**src/hdl/urr_pkg.sv**
```systemverilog
// urr_pkg: shared types, register indexes, reset values and character codes
// for the ultrasonic range reporter; no dependencies
package urr_pkg;

  localparam int CFG_INDEX_WIDTH = 3;
  localparam int CFG_DATA_WIDTH  = 16;

  typedef logic [CFG_INDEX_WIDTH-1:0] cfg_index_t;

  localparam cfg_index_t REG_PERIOD_COUNTS  = 3'd0;
  localparam cfg_index_t REG_SHOT_INTERVAL  = 3'd1;
  localparam cfg_index_t REG_TRIGGER_COUNTS = 3'd2;
  localparam cfg_index_t REG_SCALE_FACTOR   = 3'd3;
  localparam cfg_index_t REG_TIMEOUT_VALUE  = 3'd4;
  localparam cfg_index_t REG_BLINK_PERIOD   = 3'd5;

  localparam logic [15:0] RST_PERIOD_COUNTS  = 16'd50000;
  localparam logic [7:0]  RST_SHOT_INTERVAL  = 8'd50;
  localparam logic [7:0]  RST_TRIGGER_COUNTS = 8'd10;
  localparam logic [7:0]  RST_SCALE_FACTOR   = 8'd87;
  localparam logic [15:0] RST_TIMEOUT_VALUE  = 16'd1000;
  localparam logic [3:0]  RST_BLINK_PERIOD   = 4'd10;

  localparam logic [7:0] CHAR_ZERO = 8'h30;
  localparam logic [7:0] CHAR_CR   = 8'h0D;

  localparam logic [15:0] DIST_MAX = 16'hFFFF;

  // position of the units digit and the carriage return in a report
  localparam logic [2:0] IDX_UNITS = 3'd4;
  localparam logic [2:0] IDX_CR    = 3'd5;

  typedef struct packed {
    logic [15:0] period_counts;
    logic [7:0]  shot_interval;
    logic [7:0]  trigger_counts;
    logic [7:0]  scale_factor;
    logic [15:0] timeout_value;
    logic [3:0]  blink_period;
  } cfg_t;

  typedef enum logic [1:0] {
    PH_IDLE,
    PH_TRIG,
    PH_RISE,
    PH_FALL
  } phase_t;

  typedef enum logic [1:0] {
    BK_LOAD,
    BK_MUL,
    BK_DIGIT
  } back_state_t;

  // per-tick summary handed from front to back
  typedef struct packed {
    logic trig;
    logic led;
    logic report;
    logic timeout;
  } tick_info_t;

  // decimal weight of the four leading digits
  function automatic logic [16:0] pow10(input logic [1:0] pos);
    logic [16:0] w;
    case (pos)
      2'd0:    w = 17'd10000;
      2'd1:    w = 17'd1000;
      2'd2:    w = 17'd100;
      default: w = 17'd10;
    endcase
    return w;
  endfunction

endpackage

```
**src/hdl/urr_in_if.sv**
```systemverilog
// urr_in_if: tick channel carrying the echo pin level
// depends on nothing
interface urr_in_if;
  logic valid;
  logic ready;
  logic echo_level;

  modport source (output valid, output echo_level, input ready);
  modport sink   (input valid, input echo_level, output ready);
endinterface

```
**src/hdl/urr_out_if.sv**
```systemverilog
// urr_out_if: result channel, one word per report character or per tick
// depends on nothing
interface urr_out_if;
  logic       valid;
  logic       ready;
  logic       trigger_out;
  logic       led_on;
  logic       char_valid;
  logic [7:0] char_code;
  logic       last;

  modport source (output valid, output trigger_out, output led_on, output char_valid,
                  output char_code, output last, input ready);
  modport sink   (input valid, input trigger_out, input led_on, input char_valid,
                  input char_code, input last, output ready);
endinterface

```
**src/hdl/urr_cfg_if.sv**
```systemverilog
// urr_cfg_if: register write channel
// depends on urr_pkg for index and data widths
interface urr_cfg_if;
  logic                                valid;
  logic                                ready;
  logic [urr_pkg::CFG_INDEX_WIDTH-1:0] index;
  logic [urr_pkg::CFG_DATA_WIDTH-1:0]  data;

  modport source (output valid, output index, output data, input ready);
  modport sink   (input valid, input index, input data, output ready);
endinterface

```
**src/hdl/urr_front.sv**
```systemverilog
// urr_front: tick counting, shot sequencing and echo timing, one tick a cycle unless the queue is full
// depends on urr_pkg and urr_in_if
module urr_front #(
  parameter int TIMER_WIDTH = 16
) (
  input  logic                   clk,
  input  logic                   rst,
  input  urr_pkg::cfg_t          cfg,
  urr_in_if.sink                 tick_in,
  input  logic                   q_full,
  output logic                   q_push,
  output urr_pkg::tick_info_t    info,
  output logic [TIMER_WIDTH-1:0] width
);
  import urr_pkg::*;

  localparam int CW = (TIMER_WIDTH + 1 > 16) ? TIMER_WIDTH + 1 : 16;

  logic [TIMER_WIDTH-1:0] tick, tick_next;
  logic [7:0]             period_count, period_count_next;
  logic [3:0]             blink_count, blink_count_next;
  phase_t                 phase, phase_next;
  logic [7:0]             trigger_left, trigger_left_next;
  logic [TIMER_WIDTH-1:0] echo_start, echo_start_next;

  logic       accept;
  logic       echo;
  logic       fire;
  logic       period_end;
  logic       meas;
  phase_t     ph_start, ph_mid;
  logic [7:0] tl_start;
  logic [7:0] pc_base;
  logic [3:0] bp;

  assign tick_in.ready = !q_full;
  assign accept        = tick_in.valid && !q_full;
  assign q_push        = accept;
  assign echo          = tick_in.echo_level;

  // shot fires on the first tick of a period once the count is reached
  assign fire       = (tick == '0) && (period_count >= cfg.shot_interval);
  assign ph_start   = fire ? ((cfg.trigger_counts != 8'd0) ? PH_TRIG : PH_RISE) : phase;
  assign tl_start   = fire ? cfg.trigger_counts : trigger_left;
  assign pc_base    = fire ? 8'd0 : period_count;
  assign period_end = (CW'(tick) + CW'(1) >= CW'(cfg.period_counts)) || (tick == '1);
  assign bp         = (cfg.blink_period == 4'd0) ? 4'd1 : cfg.blink_period;

  // outputs of this tick
  always_comb begin
    meas         = (ph_start == PH_FALL) && !echo;
    info.trig    = (ph_start == PH_TRIG);
    info.led     = (blink_count == 4'd0);
    info.timeout = period_end && (ph_start != PH_IDLE) && !meas;
    info.report  = meas || info.timeout;
    width        = tick - echo_start;
  end

  // next state
  always_comb begin
    ph_mid            = ph_start;
    trigger_left_next = tl_start;
    echo_start_next   = echo_start;
    case (ph_start)
      PH_TRIG: begin
        trigger_left_next = tl_start - 8'd1;
        ph_mid            = (tl_start == 8'd1) ? PH_RISE : PH_TRIG;
      end
      PH_RISE: begin
        if (echo) begin
          echo_start_next = tick;
          ph_mid          = PH_FALL;
        end
      end
      PH_FALL: begin
        if (!echo) begin
          ph_mid = PH_IDLE;
        end
      end
      default: ph_mid = PH_IDLE;
    endcase

    if (period_end) begin
      phase_next        = PH_IDLE;
      tick_next         = '0;
      period_count_next = pc_base + 8'd1;
      blink_count_next  = ({1'b0, blink_count} + 5'd1 >= {1'b0, bp}) ? 4'd0
                                                                      : blink_count + 4'd1;
    end else begin
      phase_next        = ph_mid;
      tick_next         = tick + TIMER_WIDTH'(1);
      period_count_next = pc_base;
      blink_count_next  = blink_count;
    end
  end

  always_ff @(posedge clk) begin
    if (rst) begin
      tick         <= '0;
      period_count <= '0;
      blink_count  <= '0;
      phase        <= PH_IDLE;
      trigger_left <= '0;
      echo_start   <= '0;
    end else if (accept) begin
      tick         <= tick_next;
      period_count <= period_count_next;
      blink_count  <= blink_count_next;
      phase        <= phase_next;
      trigger_left <= trigger_left_next;
      echo_start   <= echo_start_next;
    end
  end

endmodule

```
**src/hdl/urr_queue.sv**
```systemverilog
// urr_queue: short first-in first-out buffer between front and back
// depends on nothing
module urr_queue #(
  parameter int WIDTH = 8,
  parameter int DEPTH = 4
) (
  input  logic             clk,
  input  logic             rst,
  input  logic             push,
  input  logic [WIDTH-1:0] wdata,
  output logic             full,
  input  logic             pop,
  output logic [WIDTH-1:0] rdata,
  output logic             empty
);
  localparam int AW = (DEPTH > 1) ? $clog2(DEPTH) : 1;
  localparam int CW = $clog2(DEPTH + 1);

  logic [WIDTH-1:0] mem [DEPTH];
  logic [AW-1:0]    wr_ptr, rd_ptr;
  logic [CW-1:0]    count;

  assign full  = (count == CW'(DEPTH));
  assign empty = (count == '0);
  assign rdata = mem[rd_ptr];

  always_ff @(posedge clk) begin
    if (push) begin
      mem[wr_ptr] <= wdata;
    end
  end

  always_ff @(posedge clk) begin
    if (rst) begin
      wr_ptr <= '0;
      rd_ptr <= '0;
      count  <= '0;
    end else begin
      if (push) begin
        wr_ptr <= (wr_ptr == AW'(DEPTH - 1)) ? '0 : wr_ptr + AW'(1);
      end
      if (pop) begin
        rd_ptr <= (rd_ptr == AW'(DEPTH - 1)) ? '0 : rd_ptr + AW'(1);
      end
      if (push && !pop) begin
        count <= count + CW'(1);
      end else if (pop && !push) begin
        count <= count - CW'(1);
      end
    end
  end

endmodule

```
**src/hdl/urr_back.sv**
```systemverilog
// urr_back: scales the echo width and spells each report as ascii words
// depends on urr_pkg and urr_out_if
module urr_back #(
  parameter int TIMER_WIDTH = 16
) (
  input  logic                   clk,
  input  logic                   rst,
  input  urr_pkg::cfg_t          cfg,
  input  logic                   q_empty,
  input  urr_pkg::tick_info_t    q_info,
  input  logic [TIMER_WIDTH-1:0] q_width,
  output logic                   q_pop,
  urr_out_if.source              result_out
);
  import urr_pkg::*;

  localparam int PW = TIMER_WIDTH + 8;

  back_state_t            state, state_next;
  logic                   trig_q, led_q;
  logic [TIMER_WIDTH-1:0] width_q;
  logic [15:0]            val;
  logic [2:0]             idx;

  logic       o_valid, o_trig, o_led, o_cv, o_last;
  logic [7:0] o_code;

  logic       out_free;
  logic       load_out;
  logic       n_trig, n_led, n_cv, n_last;
  logic [7:0] n_code;

  logic [PW-1:0]          prod;
  logic [TIMER_WIDTH-1:0] prod_sh;
  logic [15:0]            range_mm;
  logic [16:0]            pw;
  logic [16:0]            sub;
  logic [3:0]             dig;
  logic [16:0]            rem;

  assign out_free = !o_valid || result_out.ready;
  assign q_pop    = (state == BK_LOAD) && !q_empty && out_free;

  // scaled distance, saturated to 16 bits
  assign prod     = PW'(width_q) * PW'(cfg.scale_factor);
  assign prod_sh  = prod[PW-1:8];
  assign range_mm = (prod_sh > TIMER_WIDTH'(DIST_MAX)) ? DIST_MAX : 16'(prod_sh);

  // one decimal digit per word
  always_comb begin
    pw  = pow10(idx[1:0]);
    dig = 4'd0;
    sub = 17'd0;
    for (int d = 1; d <= 9; d++) begin
      if ({1'b0, val} >= 17'(d) * pw) begin
        dig = 4'(d);
        sub = 17'(d) * pw;
      end
    end
    rem = {1'b0, val} - sub;
  end

  // next state
  always_comb begin
    state_next = state;
    case (state)
      BK_LOAD: begin
        if (q_pop && q_info.report) begin
          state_next = q_info.timeout ? BK_DIGIT : BK_MUL;
        end
      end
      BK_MUL:   state_next = BK_DIGIT;
      BK_DIGIT: begin
        if (out_free && idx == IDX_CR) begin
          state_next = BK_LOAD;
        end
      end
      default:  state_next = BK_LOAD;
    endcase
  end

  // word to load into the output register
  always_comb begin
    load_out = 1'b0;
    n_trig   = trig_q;
    n_led    = led_q;
    n_cv     = 1'b1;
    n_code   = CHAR_CR;
    n_last   = 1'b0;
    case (state)
      BK_LOAD: begin
        if (q_pop && !q_info.report) begin
          load_out = 1'b1;
          n_trig   = q_info.trig;
          n_led    = q_info.led;
          n_cv     = 1'b0;
          n_code   = 8'd0;
          n_last   = 1'b1;
        end
      end
      BK_DIGIT: begin
        load_out = out_free;
        if (idx < IDX_UNITS) begin
          n_code = CHAR_ZERO + {4'd0, dig};
        end else if (idx == IDX_UNITS) begin
          n_code = CHAR_ZERO + {4'd0, val[3:0]};
        end else begin
          n_code = CHAR_CR;
          n_last = 1'b1;
        end
      end
      default: load_out = 1'b0;
    endcase
  end

  always_ff @(posedge clk) begin
    if (rst) begin
      state   <= BK_LOAD;
      o_valid <= 1'b0;
    end else begin
      state <= state_next;
      if (load_out) begin
        o_valid <= 1'b1;
      end else if (result_out.ready) begin
        o_valid <= 1'b0;
      end
    end
  end

  always_ff @(posedge clk) begin
    if (q_pop) begin
      trig_q  <= q_info.trig;
      led_q   <= q_info.led;
      width_q <= q_width;
      val     <= cfg.timeout_value;
      idx     <= 3'd0;
    end else if (state == BK_MUL) begin
      val <= range_mm;
    end else if (state == BK_DIGIT && out_free) begin
      if (idx < IDX_UNITS) begin
        val <= rem[15:0];
      end
      idx <= idx + 3'd1;
    end
    if (load_out) begin
      o_trig <= n_trig;
      o_led  <= n_led;
      o_cv   <= n_cv;
      o_code <= n_code;
      o_last <= n_last;
    end
  end

  assign result_out.valid       = o_valid;
  assign result_out.trigger_out = o_trig;
  assign result_out.led_on      = o_led;
  assign result_out.char_valid  = o_cv;
  assign result_out.char_code   = o_code;
  assign result_out.last        = o_last;

endmodule

```
**src/hdl/ultrasonic_range_reporter.sv**
```systemverilog
// ultrasonic_range_reporter: tick-driven ultrasonic ranger with ascii reports
// path: a tick is taken into the queue, then loaded into the output register once the back is free
// throughput: one tick a cycle; a report keeps the back busy for all of its steps
// (load, scale multiply unless timed out, six characters); the 4-deep queue holds
// up to four ticks meanwhile, after that the tick input stalls until it drains
// reset: synchronous; counters cleared, registers back to their default values
module ultrasonic_range_reporter #(
  parameter int TIMER_WIDTH = 16
) (
  input logic       clk,
  input logic       rst,
  urr_cfg_if.sink   cfg,
  urr_in_if.sink    tick_in,
  urr_out_if.source result_out
);
  import urr_pkg::*;

  localparam int QUEUE_DEPTH = 4;
  localparam int QW          = $bits(tick_info_t) + TIMER_WIDTH;

  cfg_t cfg_regs;

  // queue between front and back
  logic                   q_push, q_pop, q_full, q_empty;
  logic [QW-1:0]          q_wdata, q_rdata;
  tick_info_t             f_info, q_info;
  logic [TIMER_WIDTH-1:0] f_width, q_width;

  // register writes are always taken; unknown indexes fall through
  assign cfg.ready = 1'b1;

  always_ff @(posedge clk) begin
    if (rst) begin
      cfg_regs.period_counts  <= RST_PERIOD_COUNTS;
      cfg_regs.shot_interval  <= RST_SHOT_INTERVAL;
      cfg_regs.trigger_counts <= RST_TRIGGER_COUNTS;
      cfg_regs.scale_factor   <= RST_SCALE_FACTOR;
      cfg_regs.timeout_value  <= RST_TIMEOUT_VALUE;
      cfg_regs.blink_period   <= RST_BLINK_PERIOD;
    end else if (cfg.valid) begin
      case (cfg.index)
        REG_PERIOD_COUNTS:  cfg_regs.period_counts  <= cfg.data;
        REG_SHOT_INTERVAL:  cfg_regs.shot_interval  <= cfg.data[7:0];
        REG_TRIGGER_COUNTS: cfg_regs.trigger_counts <= cfg.data[7:0];
        REG_SCALE_FACTOR:   cfg_regs.scale_factor   <= cfg.data[7:0];
        REG_TIMEOUT_VALUE:  cfg_regs.timeout_value  <= cfg.data;
        REG_BLINK_PERIOD:   cfg_regs.blink_period   <= cfg.data[3:0];
        default: ;
      endcase
    end
  end

  // front: one tick per cycle, stalls only when the queue is full
  urr_front #(
    .TIMER_WIDTH (TIMER_WIDTH)
  ) u_front (
    .clk     (clk),
    .rst     (rst),
    .cfg     (cfg_regs),
    .tick_in (tick_in),
    .q_full  (q_full),
    .q_push  (q_push),
    .info    (f_info),
    .width   (f_width)
  );

  assign q_wdata            = {f_info, f_width};
  assign {q_info, q_width}  = q_rdata;

  urr_queue #(
    .WIDTH (QW),
    .DEPTH (QUEUE_DEPTH)
  ) u_queue (
    .clk   (clk),
    .rst   (rst),
    .push  (q_push),
    .wdata (q_wdata),
    .full  (q_full),
    .pop   (q_pop),
    .rdata (q_rdata),
    .empty (q_empty)
  );

  // back: scaling, digit split and the output register
  urr_back #(
    .TIMER_WIDTH (TIMER_WIDTH)
  ) u_back (
    .clk        (clk),
    .rst        (rst),
    .cfg        (cfg_regs),
    .q_empty    (q_empty),
    .q_info     (q_info),
    .q_width    (q_width),
    .q_pop      (q_pop),
    .result_out (result_out)
  );

endmodule

```
**src/flat_wrapper.sv**
```systemverilog
// flat-port wrapper written by rule: the top's interface ports become plain ports
module ultrasonic_range_reporter_flat import urr_pkg::*;
#(
  parameter int TIMER_WIDTH = 16
)
  (clk, rst, cfg_valid, cfg_index, cfg_data, cfg_ready, tick_in_valid, tick_in_echo_level, tick_in_ready, result_out_valid, result_out_trigger_out, result_out_led_on, result_out_char_valid, result_out_char_code, result_out_last, result_out_ready);
  urr_cfg_if cfg_i ();
  urr_in_if tick_in_i ();
  urr_out_if result_out_i ();
  input logic clk;
  input logic rst;
  input wire logic [$bits(cfg_i.valid)-1:0] cfg_valid;
  input wire logic [$bits(cfg_i.index)-1:0] cfg_index;
  input wire logic [$bits(cfg_i.data)-1:0] cfg_data;
  output wire logic [$bits(cfg_i.ready)-1:0] cfg_ready;
  input wire logic [$bits(tick_in_i.valid)-1:0] tick_in_valid;
  input wire logic [$bits(tick_in_i.echo_level)-1:0] tick_in_echo_level;
  output wire logic [$bits(tick_in_i.ready)-1:0] tick_in_ready;
  output wire logic [$bits(result_out_i.valid)-1:0] result_out_valid;
  output wire logic [$bits(result_out_i.trigger_out)-1:0] result_out_trigger_out;
  output wire logic [$bits(result_out_i.led_on)-1:0] result_out_led_on;
  output wire logic [$bits(result_out_i.char_valid)-1:0] result_out_char_valid;
  output wire logic [$bits(result_out_i.char_code)-1:0] result_out_char_code;
  output wire logic [$bits(result_out_i.last)-1:0] result_out_last;
  input wire logic [$bits(result_out_i.ready)-1:0] result_out_ready;
  assign cfg_i.valid = cfg_valid;
  assign cfg_i.index = cfg_index;
  assign cfg_i.data = cfg_data;
  assign cfg_ready = cfg_i.ready;
  assign tick_in_i.valid = tick_in_valid;
  assign tick_in_i.echo_level = tick_in_echo_level;
  assign tick_in_ready = tick_in_i.ready;
  assign result_out_valid = result_out_i.valid;
  assign result_out_trigger_out = result_out_i.trigger_out;
  assign result_out_led_on = result_out_i.led_on;
  assign result_out_char_valid = result_out_i.char_valid;
  assign result_out_char_code = result_out_i.char_code;
  assign result_out_last = result_out_i.last;
  assign result_out_i.ready = result_out_ready;
  ultrasonic_range_reporter #(.TIMER_WIDTH(TIMER_WIDTH)) u_core (.clk(clk), .rst(rst), .cfg(cfg_i), .tick_in(tick_in_i), .result_out(result_out_i));
endmodule
```
**config.mk**
```make
export PLATFORM = sky130hd
export DESIGN_NAME = ultrasonic_range_reporter_flat
export DESIGN_NICKNAME = d
export VERILOG_FILES = /design/src/hdl/urr_pkg.sv /design/src/hdl/urr_in_if.sv /design/src/hdl/urr_out_if.sv /design/src/hdl/urr_cfg_if.sv /design/src/hdl/urr_front.sv /design/src/hdl/urr_queue.sv /design/src/hdl/urr_back.sv /design/src/hdl/ultrasonic_range_reporter.sv /design/src/flat_wrapper.sv
export SDC_FILE = /design/constraint.sdc
export NUM_CORES = 1
export LEC_CHECK = 0
export ABC_AREA = 1
export ABC_CLOCK_PERIOD_IN_PS = 5300
export BUFFER_PORTS_ARGS = -buffer_cell sky130_fd_sc_hd__buf_2
export CAP_MARGIN = 20
export CELL_PAD_IN_SITES_DETAIL_PLACEMENT = 1
export CELL_PAD_IN_SITES_GLOBAL_PLACEMENT = 1
export CORE_MARGIN = 2
export CORE_UTILIZATION = 44
export CTS_CLUSTER_DIAMETER = 60
export DETAILED_ROUTE_END_ITERATION = 6
export GPL_TIMING_DRIVEN = 0
export PLACE_DENSITY_LB_ADDON = 0.1
export RECOVER_POWER = 100
export SLEW_MARGIN = 10
export SYNTH_ARGS = -nofsm -noshare
export SYNTH_HDL_FRONTEND = slang
export SYNTH_HIERARCHICAL = 1
export SYNTH_SLANG_ARGS = --single-unit
export TNS_END_PERCENT = 20
```
**constraint.sdc**
```tcl
create_clock -name clk -period 5.3 [get_ports clk]
set_input_delay 0.795 -clock clk [delete_from_list [all_inputs] [get_ports clk]]
set_output_delay 0.795 -clock clk [all_outputs]
set_load 0.02 [all_outputs]
```
==> impl_results.md, run 1 <==
* Routed Wire Length at 71,200 um
* Clock sink count at 252
* Critical path's top delay family: compound AO/OA/AOI/OAI gates
* Final setup margin at -164 ps
* Vias/cell at 5.47
* Num CTS Buffers at 31
* Setup CP Type: flip-flop to flip-flop
* Final Cycle Share at 1.03
* Initial antenna violation count at 1
* Max_slew headroom at 0.318
* First-pass GRT wire length at 112,000 um
* RSZ-0062 raised after global routing: yes
* # IOs at 40
* Drt first-iter violations at 1,146
* Crit path buffers/inverters at 5
* CTS tree: done
* Main combinational cell family by area after synthesis: simple AND/OR/NAND/NOR gates
* Height of the die at 223 um
* Status: finished with violations
* Core ar. at 47,500 um^2
* Hold Fails Final Rpt at 0
* Post-synth EDFFs at 123
* Final setup viols at 9
* GR Overflow Total at 0
* RePlAce Congestion at 0.888
* Wire per inst at 20.1 um
* Worst-Margin Slew at 1020 ps
* Top cells by area, synth: edfxtp_1 (18%), dfxtp_1 (12%), ha_1 (12%), nand2_1 (11%), fa_1 (8.2%)
* Startpoint types: flip-flop
* CP max-delay cell: dfxtp_4
* Top_reg_cell synth: dfxtp_1
* Fmax at 0.183 GHz
* # port buffers at 36
* Pre-antenna DRT Iters at 5
* Compound-Gate Fraction of Synth Area at 0.125
* Min cycle time layout at 5460 ps
* Failing checks: setup timing
* Critical Path RT at 5630 ps
* Simple-Gate Fraction of Synth Area at 0.256
* Vias at 19.4k
* CP startpoint: u_core/u_back/idx[1]
* Max Fanout on Critical Path at 6
* Diode count at 0
* Die span in x at 223 um
* Worst Hold Class: input port to flip-flop
* Gr usage total at 0.286
* Critical Path End Type: flip-flop
* RR Startpoint: u_core/u_back/idx[1]
* Proportion of synthesized area in mux cells at 0
* Die ar. at 49,600 um^2
* CTS Hold Buffers Added at 0
* Dpl hpwl at 54,500 um
* Clock transition at path regs at 60 ps
* Area grow syn2layout at 13.6%
* #FFs+latches synth at 252
* Seq/Total Area, Yosys at 0.298
* Post-synth ARST share at 0
* Syn Inst Count at 2,782
* Max clock buf depth at 3
* Root buffer cell: clkbuf_16
* Yosys warnings at 6
* DR DRC count at 0
* Layout Skew at 19.7 ps
* Rows at 80
* Vias in the first global route at 20.4k
* Min-delay src: cfg_data[0]
* CP max stage delay at 420 ps
* Share of layout cells above drive strength 1 at 0.132
* # H-tree levels at 1
* Max-Cap Viols at 0
* Syn Area/Cell at 7.57 um^2
* Fin nets at 3,225
* Worst-Skew Late Latency at 600 ps
* Synth unique cells at 70
* Post-synthesis adder-cell area fraction at 0.204
* Cell type with the highest aggregate area in the netlist: edfxtp_1
* Synth top area share at 0.175
* Mapped Area at 21,100 um^2
* Crit path DAT at 5800 ps
* Initial core utilization at 0.443
* Slew Limit Fails at 0
* Largest net degree at the start of global routing at 30
* Xor-xnor portion of the synthesized cell area at 0.0170
* Layout Utilization at 0.503
* Worst path most repeated cell: nand2_1
* Detail Route Antenna Nets at 0
## synth_stat cells (6+ instances only)
cell type	instances
nor3_1	30
a21oi_1	189
nand3_4	6
fa_1	86
inv_2	16
o21ai_0	100
nor2_4	14
nand2_1	634
nor2_2	15
buf_6	7
dfxtp_1	129
nand3b_1	8
nand3_1	137
ha_1	206
a22oi_1	14
a21o_1	7
inv_1	411
o211ai_1	6
a31oi_1	17
clkbuf_1	48
nand2_4	6
nand2_2	15
nand3_2	10
xnor2_1	15
xor2_1	26
edfxtp_1	123
nor2_1	263
buf_4	6
o21bai_1	9
nand4_1	37
o22ai_1	25
buf_2	27
o21ai_1	62
o21a_1	9
## final cells by class
| class | count | area [um^2] |
|---|---|---|
| inverters | 433 | 1670 |
| flip-flops and latches | 252 | 6290 |
| plain buffers | 86 | 473 |
| clock inverters | 15 | 116 |
| clock buffers | 43 | 838 |
| repair buffers | 100 | 671 |
| multi-input cells | 2004 | 13100 |
| fillers | 5905 | 23600 |
| well taps | 615 | 769 |
## cell usage in the layout (no fill, tap or decap), drive strengths merged, types with 5 or more instances in the layout
cell,n
nand3,153
o211ai,8
inv,424
xor2,26
nand2,655
o21ai,164
a21oi,193
buf,142
edfxtp,123
xnor2,15
a22oi,15
o21a,9
a21o,7
or2,5
nand4,40
dfxtp,129
o21bai,10
nand3b,8
clkinvlp,10
clkinv,14
o31ai,5
nor2,296
o22ai,25
nor3,33
fa,86
a31oi,17
ha,206
clkbuf,87
## flip-flops by register name (all words and copies together) (netlist names), 2 cells and up, named ones only
signal / cells
u_core/u_front/blink_count: 4
u_core/u_queue/count: 3
u_core/u_front/phase: 2
u_core/u_front/tick: 16
u_core/u_back/state: 2
u_core/u_back/result_out.char_code: 5
u_core/u_queue/mem: 80
u_core/u_back/val: 16
u_core/u_back/idx: 3
u_core/u_back/width_q: 16
u_core/cfg_regs: 60
u_core/u_queue/rd_ptr: 2
u_core/u_queue/wr_ptr: 2
u_core/u_front/trigger_left: 8
u_core/u_front/echo_start: 16
u_core/u_front/period_count: 8
## layer usage
| layer | wire, um | part of all wire | GRT usage | up-vias |
|---|---|---|---|---|
| met3 | 2690 | 0.038 | 0.0264 | 138 |
| met5 | 13 | 0.00018 | 0 | - |
| li1 | - | - | - | 9300 |
| met4 | 2240 | 0.031 | 0.0825 | 2 |
| met2 | 35400 | 0.50 | 0.515 | 410 |
| met1 | 30900 | 0.43 | 0.363 | 9571 |
## timing repair
action | CTS | global route
setup endpoints to repair | 17 | 13
buffers inserted | 43 | 18
pin swaps | 15 | 27
resized for setup | 77 | 54
cloned | 1 | 0
## metrics by stage
step	cell area [um^2]	setup TNS, ps	hold WS, ps	setup slack, ps	instances
finish	23900	-1010	459	-164	3548
floorplan	21100	0	424	111	2783
detailed placement	22000	-21740	450	-2030	3436
global placement	22000	-20650	443	-1930	3434
global route	23900	-3040	464	-396	3548
CTS	23600	-4.64	442	-4.64	3532
## final timing paths
check | cells past startpoint | slack, ps | endpoint
max | 36 | -160 | u_core/u_back/val[10]
max reg2reg | 36 | -160 | u_core/u_back/val[10]
min | 3 | 460 | u_core/cfg_regs[20]
min reg2reg | 2 | 460 | u_core/u_front/echo_start[9]
## kinds of logic after synthesis
group | after synthesis
buffers and inverters | 527
adders and majority gates | 292
xor gates and xnor gates | 41
and+or+nand+nor | 1201
DFF | 252
other | 2
AOI/OAI and AO/OA | 467
## tightest hold or removal path: stages
cell and delay, ps:
buf_2 100, nand2_1 50, nand3_1 70
Power of run 1 is not shown: default switching activity piles up to over one toggle a cycle in this logic, so the estimate is an artifact.
==> run 2: changes to the inputs <==
CELL_PAD_IN_SITES_DETAIL_PLACEMENT = 0   (was 1)
==> run 2 against run 1 <==
Against the previous run:
- the flow now finishes without violations
- count of clock-buffer cells in the layout up 1
- die area unchanged
- largest cell class unchanged
- cell count decreased by 0.37%
- design area is 0.41% lower
- register-to-register slack better by 190 ps
==> impl_results.md, run 2 (same netlist as run 1, synthesis figures left out) <==
* Crit path DAT at 5670 ps (was 5800 ps)
* Worst-Margin Slew at 962 ps (was 1020 ps)
* Initial antenna violation count at 2 (was 1)
* DR DRC count at 0 (unchanged)
* Fmax at 0.189 GHz (was 0.183 GHz)
* Die ar. at 49,600 um^2 (unchanged)
* Vias in the first global route at 18.2k (was 20.4k)
* Reg2Reg Capture Point: u_core/u_back/val[13] (was u_core/u_back/val[10])
* Final TNS setup at 0 ps (was -1010 ps)
* Largest net degree at the start of global routing at 30 (unchanged)
* Routed Wire Length at 64,500 um (was 71,200 um)
* Max clock buf depth at 3 (unchanged)
* RSZ-0062 raised after global routing: yes (unchanged)
* Min-delay src: u_core/u_front/echo_start[12] (was cfg_data[0])
* Final Cycle Share at 0.996 (was 1.03)
* # H-tree levels at 2 (was 1)
* Cells after DPL at 3,436 (unchanged)
* Height of the die at 223 um (unchanged)
* CTS tree: done (unchanged)
* Hold depth at 2 (was 3)
* RePlAce Congestion at 0.888 (unchanged)
* Startpoint types: flip-flop (unchanged)
* Rows at 80 (unchanged)
* Die span in x at 223 um (unchanged)
* Worst min-delay path endpoint: u_core/u_front/echo_start[12] (was u_core/cfg_regs[20])
* Final setup margin at 21.7 ps (was -164 ps)
* Final std cells w/o fill at 3,535 (was 3,548)
* Wire per inst at 18.3 um (was 20.1 um)
* RR Startpoint: u_core/u_back/idx[0] (was u_core/u_back/idx[1])
* Dpl hpwl at 49,700 um (was 54,500 um)
* Most flops, register: u_core/u_queue/mem (unchanged)
* R2R depth at 31 (was 36)
* Critical Path End Type: flip-flop (unchanged)
* Critical Path RT at 5690 ps (was 5630 ps)
* Max reg flops at 80 (unchanged)
* Core ar. at 47,500 um^2 (unchanged)
* GR Overflow Total at 0 (unchanged)
* Vias/cell at 5.33 (was 5.47)
* Vias at 18.8k (was 19.4k)
* Clock transition at path regs at 60 ps (about the same)
* CP max-delay cell: dfxtp_4 (unchanged)
* Max Fanout on Critical Path at 5 (was 6)
* # port buffers at 36 (unchanged)
* Area grow syn2layout at 13.1% (was 13.6%)
* Setup CP Type: flip-flop to flip-flop (unchanged)
* Worst Hold Class: flip-flop to flip-flop (was input port to flip-flop)
* Detail Route Antenna Nets at 0 (unchanged)
* Max-Cap Viols at 0 (unchanged)
* Hold Fails Final Rpt at 0 (unchanged)
* Pre-CTS WS at -1990 ps (was -2030 ps)
* Initial core utilization at 0.443 (unchanged)
* Num CTS Buffers at 34 (was 31)
* Fill cell count at 4,774 (was 5,905)
* Max_slew headroom at 0.358 (was 0.318)
* CTS Hold Buffers Added at 0 (unchanged)
* Min cycle time layout at 5280 ps (was 5460 ps)
* Gr usage total at 0.259 (was 0.286)
* Slew Limit Fails at 0 (unchanged)
* Fin nets at 3,211 (was 3,225)
* Final setup viols at 0 (was 9)
* Status: complete, no violations (was finished with violations)
* Root buffer cell: clkbuf_16 (unchanged)
* # IOs at 40 (unchanged)
* Most common cell after layout, fill and taps aside: nand2_1 (unchanged)
* Worst path most repeated cell: nand2_1 (unchanged)
* Worst-Skew Late Latency at 540 ps (was 600 ps)
* Pre-antenna DRT Iters at 5 (unchanged)
* R2r setup slk at 20 ps (was -160 ps)
* Layout Skew at 16.3 ps (was 19.7 ps)
* CP max stage delay at 370 ps (was 420 ps)
* Commonest non-fill, non-tap cells in the layout: nand2_1 (630), inv_1 (400), nor2_1 (262) (was nand2_1 (623), inv_1 (398), nor2_1 (258))
* Share of layout cells above drive strength 1 at 0.118 (was 0.132)
* Drt first-iter violations at 1,124 (was 1,146)
* First-pass GRT wire length at 101,000 um (was 112,000 um)
* Largest registers: u_core/u_queue/mem: 80 flops, u_core/cfg_regs: 60 flops (unchanged)
* Clock sink count at 252 (unchanged)
* Diode count at 0 (unchanged)
-- run 2: worst max path at each step --
stage                                     from               endpoint  depth (start not counted)
after detailed placement  u_core/u_back/idx[1]  u_core/u_back/val[10]                         33
after CTS                 u_core/u_back/idx[0]  u_core/u_back/val[13]                         33
final                     u_core/u_back/idx[0]  u_core/u_back/val[13]                         31
after floorplan           u_core/u_back/idx[1]  u_core/u_back/val[10]                         36
after global placement    u_core/u_back/idx[1]  u_core/u_back/val[10]                         30
after global routing      u_core/u_back/idx[0]  u_core/u_back/val[14]                         37
-- run 2: what timing repair did --
item / CTS / global route
pin swaps: 6 / 25
setup endpoints to repair: 16 / 13
setup buffers: 29 / 14
cloned: 0 / 1
resized for setup: 62 / 63
-- run 2: stage by stage --
step | util | area, um^2 | hold WS (ps)
2_1_floorplan | - | 21100 | 424
3_3_place_gp | 0.463 | 22000 | 443
3_5_place_dp | 0.463 | 22000 | 447
4_1_cts | 0.496 | 23600 | 456
5_1_grt | 0.501 | 23800 | 480
6_report | 0.501 | 23800 | 457
-- run 2: worst max-delay path, delay by kind of cell, from the launching register on --
| kind | cells | cell delay, ps |
|---|---|---|
| fa+ha+maj | 4 | 1100 |
| flops | 1 | 370 |
| compound gates | 11 | 1570 |
| buf+inv | 5 | 790 |
| xor+xnor | 2 | 410 |
| simple gates | 9 | 890 |
-- run 2: area by class of cell --
type                    count  area, um^2  share of cell area
multi-input cells        2004       13000               0.546
inverters                 433        1660              0.0697
well taps                 615         769              0.0323
flip-flops and latches    252        6290               0.264
clock buffers              44         950              0.0398
repair buffers             82         513              0.0215
clock inverters            18         164             0.00688
plain buffers              87         468              0.0196
-- run 2: per-layer routing --
metal	vias up	track usage	wire length (um)	share of wire
li1	9328	-	-	-
met1	8951	0.340	28600	0.44
met2	465	0.443	30900	0.48
met3	95	0.0372	3360	0.052
met4	4	0.0738	1630	0.025
met5	-	0	22	0.00034
Power of run 2 is left out for the same reason.
